**src/rtl/ipte_pkg.sv**
```systemverilog
// Shared types and constants for the IPv4/TCP payload extractor.
// No dependencies; imported by every module of the block.
`default_nettype none

package ipte_pkg;

   localparam int unsigned RSP_QUEUE_DEPTH = 4;

   typedef enum logic [1:0] {
      EV_PAYLOAD   = 2'd0,
      EV_CLEAN     = 2'd1,
      EV_TRUNC     = 2'd2,
      EV_MALFORMED = 2'd3
   } event_kind_type;

   typedef struct packed {
      logic [7:0]     payload_byte;
      logic           payload_last;
      event_kind_type event_kind;
   } result_type;

   typedef struct packed {
      logic [1:0] count;
      result_type res0;
      result_type res1;
   } push_type;

endpackage

`default_nettype wire

```
**src/rtl/ipte_parse.sv**
```systemverilog
// Per-byte header parser: tracks packet position and header lengths,
// produces up to two results per accepted request. Depends on ipte_pkg.
`default_nettype none

module ipte_parse (
   input  wire logic              clock,
   input  wire logic              reset,
   input  wire logic              in_accept,
   input  wire logic [7:0]        in_byte,
   input  wire logic              in_last,
   output ipte_pkg::push_type     push
);
   import ipte_pkg::*;

   logic [15:0] pos_ff, pos_in;
   logic [5:0]  ihl_ff, ihl_in;
   logic [15:0] tot_ff, tot_in;
   logic [5:0]  tcp_ff, tcp_in;
   logic        halt_ff, halt_in;

   logic [6:0]  hdr_end;
   logic [6:0]  hdr_sum;
   logic [6:0]  hdr_min;
   logic [6:0]  hdr_new;
   logic [16:0] pos_nx;
   logic        bad;
   logic        pay;
   result_type  pay_res;
   result_type  end_res;

   always_comb begin
      ihl_in  = ihl_ff;
      tot_in  = tot_ff;
      tcp_in  = tcp_ff;
      pos_in  = pos_ff;
      halt_in = halt_ff;
      bad     = 1'b0;
      pay     = 1'b0;
      hdr_end = {1'b0, ihl_ff} + 7'd12;
      hdr_sum = {1'b0, ihl_ff} + {1'b0, tcp_ff};
      hdr_min = {1'b0, ihl_ff} + 7'd20;
      hdr_new = 7'd0;
      pos_nx  = {1'b0, pos_ff} + 17'd1;
      push    = '0;
      pay_res = '0;
      end_res = '0;
      if (in_accept && !halt_ff) begin
         if (pos_ff == 16'd0) begin
            ihl_in = {in_byte[3:0], 2'b00};
            bad    = (ihl_in < 6'd20);
         end else if (pos_ff == 16'd2) begin
            tot_in = {in_byte, 8'h00};
         end else if (pos_ff == 16'd3) begin
            tot_in = {tot_ff[15:8], in_byte};
            bad    = (tot_in < {9'd0, hdr_min});
         end else if (pos_ff > 16'd3 && pos_ff == {9'd0, hdr_end}) begin
            tcp_in  = {in_byte[7:4], 2'b00};
            hdr_new = {1'b0, ihl_ff} + {1'b0, tcp_in};
            bad     = (tcp_in < 6'd20) || (tot_ff < {9'd0, hdr_new});
         end else if (pos_ff > {9'd0, hdr_end} && pos_ff >= {9'd0, hdr_sum}) begin
            pay = 1'b1;
         end

         pay_res.payload_byte = in_byte;
         pay_res.payload_last = (pos_nx == {1'b0, tot_in});
         pay_res.event_kind   = EV_PAYLOAD;

         if (pos_ff > 16'd3 && pos_nx == {1'b0, tot_in}) begin
            pos_in = 16'd0;
         end else begin
            pos_in = pos_nx[15:0];
         end

         end_res.payload_byte = 8'd0;
         end_res.payload_last = 1'b0;
         end_res.event_kind   = (pos_in == 16'd0) ? EV_CLEAN : EV_TRUNC;

         if (bad) begin
            halt_in                = 1'b1;
            pos_in                 = pos_ff;
            push.count             = 2'd1;
            push.res0.payload_byte = 8'd0;
            push.res0.payload_last = 1'b0;
            push.res0.event_kind   = EV_MALFORMED;
         end else if (pay) begin
            push.res0  = pay_res;
            push.res1  = end_res;
            push.count = in_last ? 2'd2 : 2'd1;
         end else begin
            push.res0  = end_res;
            push.count = in_last ? 2'd1 : 2'd0;
         end
      end
   end

   always_ff @(posedge clock) begin
      if (reset) begin
         pos_ff  <= '0;
         ihl_ff  <= '0;
         tot_ff  <= '0;
         tcp_ff  <= '0;
         halt_ff <= 1'b0;
      end else begin
         pos_ff  <= pos_in;
         ihl_ff  <= ihl_in;
         tot_ff  <= tot_in;
         tcp_ff  <= tcp_in;
         halt_ff <= halt_in;
      end
   end

   a_malformed_halts: assert property (@(posedge clock) disable iff (reset)
      (push.count != 2'd0 && push.res0.event_kind == EV_MALFORMED) |=> halt_ff)
      else $error("malformed header did not halt the parser");

   a_halted_silent: assert property (@(posedge clock) disable iff (reset)
      halt_ff |-> push.count == 2'd0)
      else $error("halted parser produced a result");

   a_pair_order: assert property (@(posedge clock) disable iff (reset)
      push.count == 2'd2 |-> (push.res0.event_kind == EV_PAYLOAD &&
                              (push.res1.event_kind == EV_CLEAN ||
                               push.res1.event_kind == EV_TRUNC)))
      else $error("two results not a payload byte followed by an end event");

endmodule

`default_nettype wire

```
**src/rtl/ipte_rsp_queue.sv**
```systemverilog
// Small result queue taking up to two results per cycle, one out per cycle.
// Depends on ipte_pkg for the result and push types.
`default_nettype none

module ipte_rsp_queue #(
   parameter int unsigned DEPTH = ipte_pkg::RSP_QUEUE_DEPTH
) (
   input  wire logic                 clock,
   input  wire logic                 reset,
   input  wire ipte_pkg::push_type   push,
   input  wire logic                 pop,
   output ipte_pkg::result_type      head,
   output logic                      not_empty,
   output logic                      room_two
);
   import ipte_pkg::*;

   localparam int unsigned PW = (DEPTH > 1) ? $clog2(DEPTH) : 1;
   localparam int unsigned CW = $clog2(DEPTH + 1);
   localparam logic [PW-1:0] LAST_IDX = PW'(DEPTH - 1);
   localparam logic [CW-1:0] FILL_MAX = CW'(DEPTH - 2);

   result_type    entry_ff [DEPTH];
   logic [PW-1:0] wr_ff, wr_in;
   logic [PW-1:0] rd_ff, rd_in;
   logic [CW-1:0] cnt_ff, cnt_in;
   logic [PW-1:0] wr_next;
   logic          do_pop;

   function automatic logic [PW-1:0] wrap_inc(input logic [PW-1:0] p);
      wrap_inc = (p == LAST_IDX) ? '0 : p + PW'(1);
   endfunction

   assign not_empty = (cnt_ff != '0);
   assign room_two  = (cnt_ff <= FILL_MAX);
   assign head      = entry_ff[rd_ff];
   assign do_pop    = pop && not_empty;
   assign wr_next   = wrap_inc(wr_ff);

   always_comb begin
      wr_in  = wr_ff;
      rd_in  = rd_ff;
      if (push.count == 2'd1) begin
         wr_in = wr_next;
      end else if (push.count == 2'd2) begin
         wr_in = wrap_inc(wr_next);
      end
      if (do_pop) begin
         rd_in = wrap_inc(rd_ff);
      end
      cnt_in = cnt_ff + CW'(push.count) - CW'(do_pop);
   end

   always_ff @(posedge clock) begin
      if (push.count != 2'd0) begin
         entry_ff[wr_ff] <= push.res0;
      end
      if (push.count == 2'd2) begin
         entry_ff[wr_next] <= push.res1;
      end
   end

   always_ff @(posedge clock) begin
      if (reset) begin
         wr_ff  <= '0;
         rd_ff  <= '0;
         cnt_ff <= '0;
      end else begin
         wr_ff  <= wr_in;
         rd_ff  <= rd_in;
         cnt_ff <= cnt_in;
      end
   end

   a_no_overflow: assert property (@(posedge clock) disable iff (reset)
      push.count != 2'd0 |-> (CW'(push.count) + cnt_ff) <= CW'(DEPTH))
      else $error("result queue overflow");

   a_count_bound: assert property (@(posedge clock) disable iff (reset)
      cnt_ff <= CW'(DEPTH))
      else $error("result queue count out of range");

   a_pop_moves: assert property (@(posedge clock) disable iff (reset)
      do_pop |=> rd_ff != $past(rd_ff) || DEPTH == 1)
      else $error("pop did not advance read pointer");

endmodule

`default_nettype wire

```
**src/rtl/ipv4_tcp_payload_extractor.sv**
```systemverilog
// IPv4/TCP payload extractor top level: parser plus result queue.
// Results are written into the result queue when their request is accepted
// and offered from its head. Throughput: one request per cycle while the
// queue has room for two; an end-of-log payload byte yields two results.
// Reset clears position, header lengths and the halt flag, and empties the
// queue; after a malformed header the block stays halted until reset.
`default_nettype none

module ipv4_tcp_payload_extractor #(
   parameter int unsigned RSP_DEPTH = ipte_pkg::RSP_QUEUE_DEPTH
) (
   input  wire logic        clock,
   input  wire logic        reset,
   input  wire logic        req_tvalid,
   output logic             req_tready,
   input  wire logic [7:0]  req_tdata,   // [7:0] log_byte
   input  wire logic        req_tlast,   // end_of_log
   output logic             rsp_tvalid,
   input  wire logic        rsp_tready,
   output logic [7:0]       rsp_tdata,   // [7:0] payload_byte
   output logic             rsp_tlast,   // payload_last
   output logic [1:0]       rsp_tuser    // [1:0] event_kind
);
   import ipte_pkg::*;

   push_type   push;
   result_type head;
   logic       not_empty;
   logic       room_two;
   logic       req_accept;

   assign req_tready = room_two;
   assign req_accept = req_tvalid && room_two;

   ipte_parse u_parse (
      .clock     (clock),
      .reset     (reset),
      .in_accept (req_accept),
      .in_byte   (req_tdata),
      .in_last   (req_tlast),
      .push      (push)
   );

   ipte_rsp_queue #(
      .DEPTH (RSP_DEPTH)
   ) u_queue (
      .clock     (clock),
      .reset     (reset),
      .push      (push),
      .pop       (rsp_tready),
      .head      (head),
      .not_empty (not_empty),
      .room_two  (room_two)
   );

   assign rsp_tvalid = not_empty;
   assign rsp_tdata  = head.payload_byte;
   assign rsp_tlast  = head.payload_last;
   assign rsp_tuser  = head.event_kind;

   a_no_push_unaccepted: assert property (@(posedge clock) disable iff (reset)
      !req_accept |-> push.count == 2'd0)
      else $error("result produced without an accepted request");

   a_last_is_payload: assert property (@(posedge clock) disable iff (reset)
      (rsp_tvalid && rsp_tlast) |-> rsp_tuser == EV_PAYLOAD)
      else $error("last mark on a status event");

   a_event_zero_data: assert property (@(posedge clock) disable iff (reset)
      (rsp_tvalid && rsp_tuser != EV_PAYLOAD) |-> rsp_tdata == 8'd0)
      else $error("status event carries data");

endmodule

`default_nettype wire
```
**config.mk**
```make
export PLATFORM = sky130hd
export DESIGN_NAME = ipv4_tcp_payload_extractor
export DESIGN_NICKNAME = d
export VERILOG_FILES = /design/src/rtl/ipte_pkg.sv /design/src/rtl/ipte_parse.sv /design/src/rtl/ipte_rsp_queue.sv /design/src/rtl/ipv4_tcp_payload_extractor.sv
export SDC_FILE = /design/constraint.sdc
export NUM_CORES = 1
export LEC_CHECK = 0
export BUFFER_PORTS_ARGS = -buffer_cell sky130_fd_sc_hd__buf_2
export CAP_MARGIN = 20
export CORE_UTILIZATION = 45
export CTS_BUF_LIST = sky130_fd_sc_hd__clkbuf_8
export CTS_CLUSTER_SIZE = 40
export DETAILED_ROUTE_END_ITERATION = 8
export MAX_ROUTING_LAYER = met4
export SLEW_MARGIN = 30
export SYNTH_ARGS = -nofsm -noshare
export SYNTH_HDL_FRONTEND = slang
export SYNTH_HIERARCHICAL = 1
export SYNTH_SLANG_ARGS = --single-unit
```
**constraint.sdc**
```tcl
create_clock -name clock -period 5.8 [get_ports clock]
set_clock_uncertainty 0.2 [all_clocks]
set_input_delay 0 -clock clock [delete_from_list [all_inputs] [get_ports clock]]
set_output_delay 0 -clock clock [all_outputs]
set_load 0.01 [all_outputs]
```
==> results_tabular.tex, run 1 <==
\begin{tabular}{lr}
\hline
Metric & Value \\
\hline
\multicolumn{2}{l}{\textbf{Pwr}} \\
Share of total power in sequential cells & 45.5\% \\
Final Power & 1793 uW \\
Cell internal power dissipation & 1188 uW \\
Comb power frac & 29.4\% \\
Switching fraction of total power & 33.73\% \\
Worst vdd rail ir drop & 0.0001480 V \\
Standby leakage power & 0.002786 uW \\
Switching power summed over all nets & 604.6 uW \\
Total power divided by cell area & 261.6 nW/um\^{}2 \\
Proportion of power drawn by the clock network & 25.1\% \\
\multicolumn{2}{l}{\textbf{Run}} \\
Number of max-cap violations & 0 \\
\multicolumn{2}{l}{\textbf{Synth}} \\
Post-synthesis cell type with the largest combined area & edfxtp\_1 \\
Most instantiated cells after synthesis & nand2\_1, nor2\_1, dfxtp\_1, ha\_1 \\
Cells taking the most area after synthesis & edfxtp\_1, dfxtp\_1, ha\_1 \\
Number of cells produced by synthesis & 636 \\
Per-instance average area after synthesis & 9.964 um\^{}2 \\
Number of synthesized flops with an enable pin & 44 \\
Dominant cell by count in the synthesized netlist & nand2\_1 \\
Synthesis-stage register bit count & 94 \\
Most frequently used flop master after synthesis & dfxtp\_1 \\
Synth warnings & 6 \\
Seq/Total Area, Yosys & 36.64\% \\
Proportion of register bits with asynchronous set or reset after synthesis & 0\% \\
Distinct cell type count of the synthesized netlist & 71 \\
Proportion of netlist area held by the largest area contributor & 20.85\% \\
Synthesized cell area & 6337 um\^{}2 \\
\multicolumn{2}{l}{\textbf{Finish}} \\
Post-Layout Inst Area & 6852 um\^{}2 \\
Fraction of final layout cells with drive strength greater than 1 & 18.89\% \\
Net total in the final layout & 724 \\
Area growth from synthesis to layout & 8.114\% \\
Layout fillers & 1291 \\
Antenna diode instance count & 0 \\
Post-route non-filler standard cell count & 843 \\
\multicolumn{2}{l}{\textbf{Global routing}} \\
Global-route wire length before repair & 26540 um \\
Vias in the first global route & 4812 \\
Gr ovfl total & 0 \\
Overall Global Routing Usage & 24.59\% \\
Initial antenna violation count & 0 \\
Largest net degree at the start of global routing & 39 \\
\multicolumn{2}{l}{\textbf{STA}} \\
Count of endpoints failing setup in the final report & 0 \\
Worst slack on hold paths & 0.1711 ns \\
Min cycle time layout & 4.941 ns \\
Max-Slew Margin vs Limit & 39.59\% \\
Final period util & 85.20\% \\
Unrepaired setup endpoints after global routing & no \\
Max Freq & 202.4 MHz \\
Slew at the pin closest to its max-slew limit & 0.8978 ns \\
Slew Viols, Final & 0 \\
Setup TNS after final layout & 0 ns \\
Final Hold Viols & 0 \\
\multicolumn{2}{l}{\textbf{Placed design}} \\
Gp weighted congestion & 0.9127 \\
DPL Wire Length & 11750 um \\
Total of buffers placed on input and output ports & 25 \\
Number of cells after detailed placement & 815 \\
Area after DPL & 6535 um\^{}2 \\
\multicolumn{2}{l}{\textbf{Drt}} \\
Number of nets with antenna violations after detailed routing & 0 \\
WL per Instance & 19.38 um \\
Routed WL & 16330 um \\
Mean number of vias per cell & 5.790 \\
Detailed-routing iteration count for the pre-antenna-repair pass & 5 \\
Number of DRC markers in iteration 0 & 387 \\
Total vias in the final route & 4881 \\
Count of unresolved DRC violations after routing & 0 \\
\multicolumn{2}{l}{\textbf{Floorplanning}} \\
Die ar. & 14560 um\^{}2 \\
Initial Utilization & 46.92\% \\
Die Width & 120.7 um \\
Boundary pin count & 26 \\
Std-Cell Core Area & 13510 um\^{}2 \\
Standard-cell row count & 42 \\
Height of the die & 120.7 um \\
\multicolumn{2}{l}{\textbf{Outcome}} \\
Run status & finished clean \\
\multicolumn{2}{l}{\textbf{Clocking}} \\
Max Root-Sink Buffers & 2 \\
Clock transition at the registers of the reported paths & 0.10 ns \\
\# resized after CTS & 0 \\
Hold-fix buffer count after cts & 12 \\
Setup repair bufs after CTS & 0 \\
Sink Count & 94 \\
Clk\_lat worst skew & 0.38 ns \\
TritonCTS buffer count & 9 \\
\# H-tree levels & 3 \\
Library cell used as clock root buffer & clkbuf\_8 \\
CTS tree & built \\
\multicolumn{2}{l}{\textbf{Setup path}} \\
Type of element capturing the critical path & flop \\
Worst path arrival time & 4.88 ns \\
Critical path fanouts, max & 12 \\
Data required, critical path & 5.74 ns \\
Nature of the critical path startpoint & flop \\
Startpoint-to-endpoint class of the critical path & reg2reg \\
\multicolumn{2}{l}{\textbf{Hold path}} \\
Hold crit path type & in2reg \\
\hline
\end{tabular}
-- layer usage --
| layer | share of wire (%) | track usage [%] | up-vias |
|---|---|---|---|
| met4 | 1.5 | 6.481 | 0 |
| li1 | - | - | 2359 |
| met3 | 6.5 | 4.104 | 22 |
| met5 | 0 | - | - |
| met2 | 45 | 37.43 | 139 |
| met1 | 47 | 33.90 | 2361 |
-- sequential cells by signal, summed over array words and instances, names as in the netlist, named ones only --
register / cells
u_queue/cnt_ff: 3
u_queue/rd_ff: 2
u_parse/tcp_ff: 4
u_queue/entry_ff: 44
u_parse/ihl_ff: 4
u_parse/halt_ff: 1
u_parse/pos_ff: 16
u_parse/tot_ff: 16
u_queue/wr_ff: 2
-- cells in the final DEF (no fill, tap or decap), drive strengths merged, types with 4 or more instances in the layout --
master,n
xor2,14
and2,6
a21oi,33
clkbuf,9
nand4,13
mux2,44
xnor2,21
or3,5
nand3,13
mux2i,14
dfxtp,50
inv,31
o21ai,27
nor4,11
nand2,66
conb,9
edfxtp,44
nor2,54
dlygate4sd3,12
mux4,11
a21o,9
ha,46
buf,32
nor2b,6
nor3,8
a22oi,10
o21a,4
and3,11
-- kinds of logic (layout without fill, tap and decap cells) --
logic type	Yosys count	in the layout	synth area share, %
AOI/OAI and AO/OA	112	112	12.22
xor gates and xnor gates	35	35	4.837
adders and majority gates	49	49	10.03
buffers and inverters	65	88	5.291
DFF	94	94	36.64
muxes	69	69	13.94
other	1	9	0.05917
and+or+nand+nor	211	211	16.98
-- critical path, cell delays in order, from the launching register on --
cell and delay, ns:
dfxtp_1 0.39, ha_1 0.27, fa_1 0.42, a21o_1 0.18, a21oi_1 0.18, ha_1 0.27
a21oi_1 0.13, o21ai_0 0.12, a311o_1 0.48, ha_1 0.34, nor2_1 0.04, nor2_1 0.18
inv_1 0.09, ha_1 0.24, nand2_1 0.44, o21ai_0 0.43, buf_4 0.30
-- layout make-up --
type	count	area, um^2	area share (%)
sequential	94	2322	33.89
clock buffer	9	123.9	1.808
tap	176	220.2	3.214
inverter	28	105.1	1.534
clock inverter	7	72.57	1.059
multi-input combinational	485	3710	54.15
timing repair buffer	44	297.8	4.346
-- final timing paths --
check             depth (start not counted)                          endpoint                      startpoint  slack [ns]
setup / recovery                         16  u_queue/entry_ff[3][5]$_DFFE_PP_  u_parse/ihl_ff[2]$_SDFFE_PP0P_        0.86
setup reg to reg                         16  u_queue/entry_ff[3][5]$_DFFE_PP_  u_parse/ihl_ff[2]$_SDFFE_PP0P_        0.86
hold / removal                            6      u_queue/cnt_ff[0]$_SDFF_PP0_                       req_tlast        0.17
hold reg to reg                           2      u_parse/halt_ff$_SDFFE_PP0P_    u_parse/halt_ff$_SDFFE_PP0P_        0.27
-- stage by stage --
step | util (%) | setup slack [ns]
final | 50.73 | 0.8585
after global routing | 50.73 | 0.5475
after CTS | 50.73 | 0.7752
after detailed placement | 48.39 | 0.7850
after global placement | 48.39 | 1.064
after floorplan | - | 1.386
-- power groups by stage --
stage | Combinational, uW | Sequential [uW] | Clock, uW
global placement | 510 | 828 | 0
global route | 590 | 826 | 491
floorplan | 411 | 791 | 0
detailed placement | 518 | 832 | 0
finish | 527 | 815 | 450
CTS | 528 | 817 | 465
Note: power is estimated with default switching activity, not from simulation.
==> run 2: changes to the inputs <==
--- a/config.mk
+++ b/config.mk
@@ -11,7 +11,9 @@
 export CTS_BUF_LIST = sky130_fd_sc_hd__clkbuf_8
 export CTS_CLUSTER_SIZE = 40
 export DETAILED_ROUTE_END_ITERATION = 8
+export HOLD_SLACK_MARGIN = 0.1
 export MAX_ROUTING_LAYER = met4
+export PLACE_DENSITY_LB_ADDON = 0.12
 export SLEW_MARGIN = 30
 export SYNTH_ARGS = -nofsm -noshare
 export SYNTH_HDL_FRONTEND = slang
==> run 2 against run 1 <==
Compared with the run above: design area is 0.99% higher; combinational power hardly changed; via count stayed put; sequential power hardly changed; non-clock buffer count is 1 higher; setup slack worse by 0.17 ns; critical path depth stayed put; clock power is 23% higher; critical path type unchanged; critical endpoint is now u_queue/entry_ff[1][8]$_DFFE_PP_; largest cell class unchanged.
==> results_tabular.tex, run 2 (synthesis gave the netlist of run 1 again) <==
\begin{tabular}{lr}
\hline
Metric & Value \\
\hline
\multicolumn{2}{l}{\textbf{Outcome}} \\
Run status & finished clean \\
\multicolumn{2}{l}{\textbf{Finish}} \\
Post-layout utilization of the core & 51.23\% (+0.50 points) \\
Register name with the most flops & u\_queue/entry\_ff \\
Fraction of final layout cells with drive strength greater than 1 & 19.01\% (+0.12 points) \\
Area growth from synthesis to layout & 9.181\% \\
Layout fillers & 1247 (-3.4\%) \\
Commonest cells after routing, fill and taps aside & nand2\_1, nor2\_1, dfxtp\_1 \\
Antenna diode instance count & 0 (unchanged) \\
Most common cell after layout, fill and taps aside & nand2\_1 \\
Net total in the final layout & 725 (+0.14\%) \\
Post-Layout Inst Area & 6919 um\^{}2 (+0.99\%) \\
Largest register FFs & 44 (unchanged) \\
Largest registers & u\_queue/entry\_ff x44, u\_parse/pos\_ff x16, u\_parse/tot\_ff x16 \\
\multicolumn{2}{l}{\textbf{Floorplanning}} \\
Boundary pin count & 26 (unchanged) \\
Die Width & 120.7 um (unchanged) \\
Standard-cell row count & 42 (unchanged) \\
Std-Cell Core Area & 13510 um\^{}2 (unchanged) \\
Die ar. & 14560 um\^{}2 (unchanged) \\
Initial Utilization & 46.92\% (unchanged) \\
Height of the die & 120.7 um (unchanged) \\
\multicolumn{2}{l}{\textbf{Drt}} \\
Sum of routed wire segments on met1 & 8048 um (+5.3\%) \\
Total vias in the final route & 4881 (unchanged) \\
Highest routing layer actually used & met4 \\
Routed WL & 16520 um (+1.1\%) \\
Mean number of vias per cell & 5.783 (-0.12\%) \\
Count of unresolved DRC violations after routing & 0 (unchanged) \\
Amount of wire on met2 after detailed routing & 7305 um (-1.0\%) \\
Detailed-routing iteration count for the pre-antenna-repair pass & 7 (+2) \\
WL per Instance & 19.57 um (+0.99\%) \\
Routed met3 length & 824 um (-23\%) \\
Number of DRC markers in iteration 0 & 532 (+37\%) \\
Number of nets with antenna violations after detailed routing & 0 (unchanged) \\
\multicolumn{2}{l}{\textbf{STA}} \\
Final period util & 88.06\% (+2.9 points) \\
Min cycle time layout & 5.107 ns (+0.1658 ns) \\
Unrepaired setup endpoints after global routing & no \\
Slew at the pin closest to its max-slew limit & 0.8685 ns (-0.02936 ns) \\
Worst slack on hold paths & 0.1830 ns (+0.01195 ns) \\
Max-Slew Margin vs Limit & 41.49\% (+1.9 points) \\
Count of endpoints failing setup in the final report & 0 (unchanged) \\
Setup TNS after final layout & 0 ns (unchanged) \\
Slew Viols, Final & 0 (unchanged) \\
Max Freq & 195.8 MHz (-3.2\%) \\
Final Hold Viols & 0 (unchanged) \\
\multicolumn{2}{l}{\textbf{Pwr}} \\
Total power divided by cell area & 274.4 nW/um\^{}2 (+4.9\%) \\
Comb power frac & 27.8\% (-1.6 points) \\
Worst vdd rail ir drop & 0.0001608 V (+8.7\%) \\
Proportion of power drawn by the clock network & 29.2\% (+4.1 points) \\
Switching fraction of total power & 32.14\% (-1.6 points) \\
Share of total power in sequential cells & 43.1\% (-2.4 points) \\
Standby leakage power & 0.002819 uW (+1.2\%) \\
Cell internal power dissipation & 1289 uW (+8.5\%) \\
Switching power summed over all nets & 610.4 uW (+0.97\%) \\
\multicolumn{2}{l}{\textbf{Global routing}} \\
Vias in the first global route & 4882 (+1.5\%) \\
Largest net degree at the start of global routing & 39 (unchanged) \\
Gr ovfl total & 0 (unchanged) \\
Initial antenna violation count & 0 (unchanged) \\
Overall Global Routing Usage & 24.77\% (+0.19 points) \\
Global-route wire length before repair & 26540 um (about the same) \\
\multicolumn{2}{l}{\textbf{Clocking}} \\
Max Root-Sink Buffers & 2 (unchanged) \\
\# resized after CTS & 0 (unchanged) \\
TritonCTS buffer count & 9 (unchanged) \\
Sink Count & 94 (unchanged) \\
CTS tree & built \\
Clk\_lat worst skew & 0.38 ns (about the same) \\
\# H-tree levels & 3 (unchanged) \\
Library cell used as clock root buffer & clkbuf\_8 \\
Clock transition at the registers of the reported paths & 0.10 ns (about the same) \\
\multicolumn{2}{l}{\textbf{Setup path}} \\
Crit path top cell by count & ha\_1 \\
Slowest cell delay on critical path & 0.51 ns (+0.03 ns) \\
Startpoint-to-endpoint class of the critical path & reg2reg \\
Worst path slowest cell & o21ai\_0 \\
FF-to-FF path depth & 16 (unchanged) \\
Worst path arrival time & 5.04 ns (+0.16 ns) \\
Gate family responsible for the most delay along the worst path & compound AO/OA/AOI/OAI gates \\
Critical path fanouts, max & 12 (unchanged) \\
Buffering stage count on the worst path with inverters included & 2 (unchanged) \\
Path length in cells of the critical path & 16 (unchanged) \\
Nature of the critical path startpoint & flop \\
Data required, critical path & 5.73 ns (about the same) \\
Cells traversed along the worst timing path & ha\_1 > fa\_1 > a21o\_1 > a21oi\_1 > ha\_1 > a21oi\_1 > o21ai\_0 > a311o\_1 > ha\_1 > nor2\_1 > nor2\_1 > inv\_1 > ha\_1 > nand2\_1 > o21ai\_0 > buf\_4 \\
Type of element capturing the critical path & flop \\
\multicolumn{2}{l}{\textbf{Hold path}} \\
Cells on Worst Hold Path & 6 (unchanged) \\
Hold crit path type & in2reg \\
\multicolumn{2}{l}{\textbf{Placed design}} \\
Gp weighted congestion & 0.8892 (-2.6\%) \\
Total of buffers placed on input and output ports & 25 (unchanged) \\
DPL Wire Length & 11900 um (+1.3\%) \\
Area after DPL & 6535 um\^{}2 (unchanged) \\
\multicolumn{2}{l}{\textbf{Run}} \\
Number of max-cap violations & 0 (unchanged) \\
\hline
\end{tabular}
[run 2: power groups by stage]
stage,combinational (uW),clock [uW],sequential [uW]
after global placement,510,0,832
after global routing,585,590,831
after floorplan,411,0,791
final,527,554,818
after detailed placement,518,0,834
after CTS,527,567,819
[run 2: worst min-delay path, cell delays in order]
cell and delay (ns):
buf_2 0.09, ha_1 0.12, nor2_1 0.04, nor2_1 0.18, ha_1 0.16, nor2b_1 0.13
[run 2: routing by layer]
metal | track usage (%) | up-vias
met1 | 34.12 | 2347
li1 | - | 2362
met3 | 4.245 | 25
met5 | - | -
met4 | 7.639 | 0
met2 | 37.18 | 147
[run 2: repair_timing]
action / 4_1_cts / 5_1_grt
buffers inserted: 0 / 0
hold buffers: 13 / 0
endpoints found under the hold margin: 37 / 0
[run 2: path summary, 6_finish.rpt]
check | start | end | slack, ns
worst min register to register | u_parse/halt_ff$_SDFFE_PP0P_ | u_parse/halt_ff$_SDFFE_PP0P_ | 0.27
worst max register to register | u_parse/ihl_ff[2]$_SDFFE_PP0P_ | u_queue/entry_ff[1][8]$_DFFE_PP_ | 0.69
worst max-delay path | u_parse/ihl_ff[2]$_SDFFE_PP0P_ | u_queue/entry_ff[1][8]$_DFFE_PP_ | 0.69
worst min-delay path | req_tlast | u_queue/cnt_ff[0]$_SDFF_PP0_ | 0.18
[run 2: cell type report]
cell class                 instances  area [um^2]  share of cell area [%]
clock buffer                      10        137.6                   1.989
clock inverter                     6        116.4                   1.682
inverter                          28        105.1                   1.519
multi-input combinational        485         3710                   53.62
sequential                        94         2322                   33.56
tap                              176        220.2                   3.183
timing repair buffer              45        307.8                   4.448
[run 2: per-stage QoR]
step,cells,worst slack (ns),power (uW)
global placement,815,0.9174,1343
floorplan,644,1.386,1202
detailed placement,815,0.7966,1352
finish,844,0.6928,1899
global route,844,0.4248,2007
CTS,844,0.7540,1913
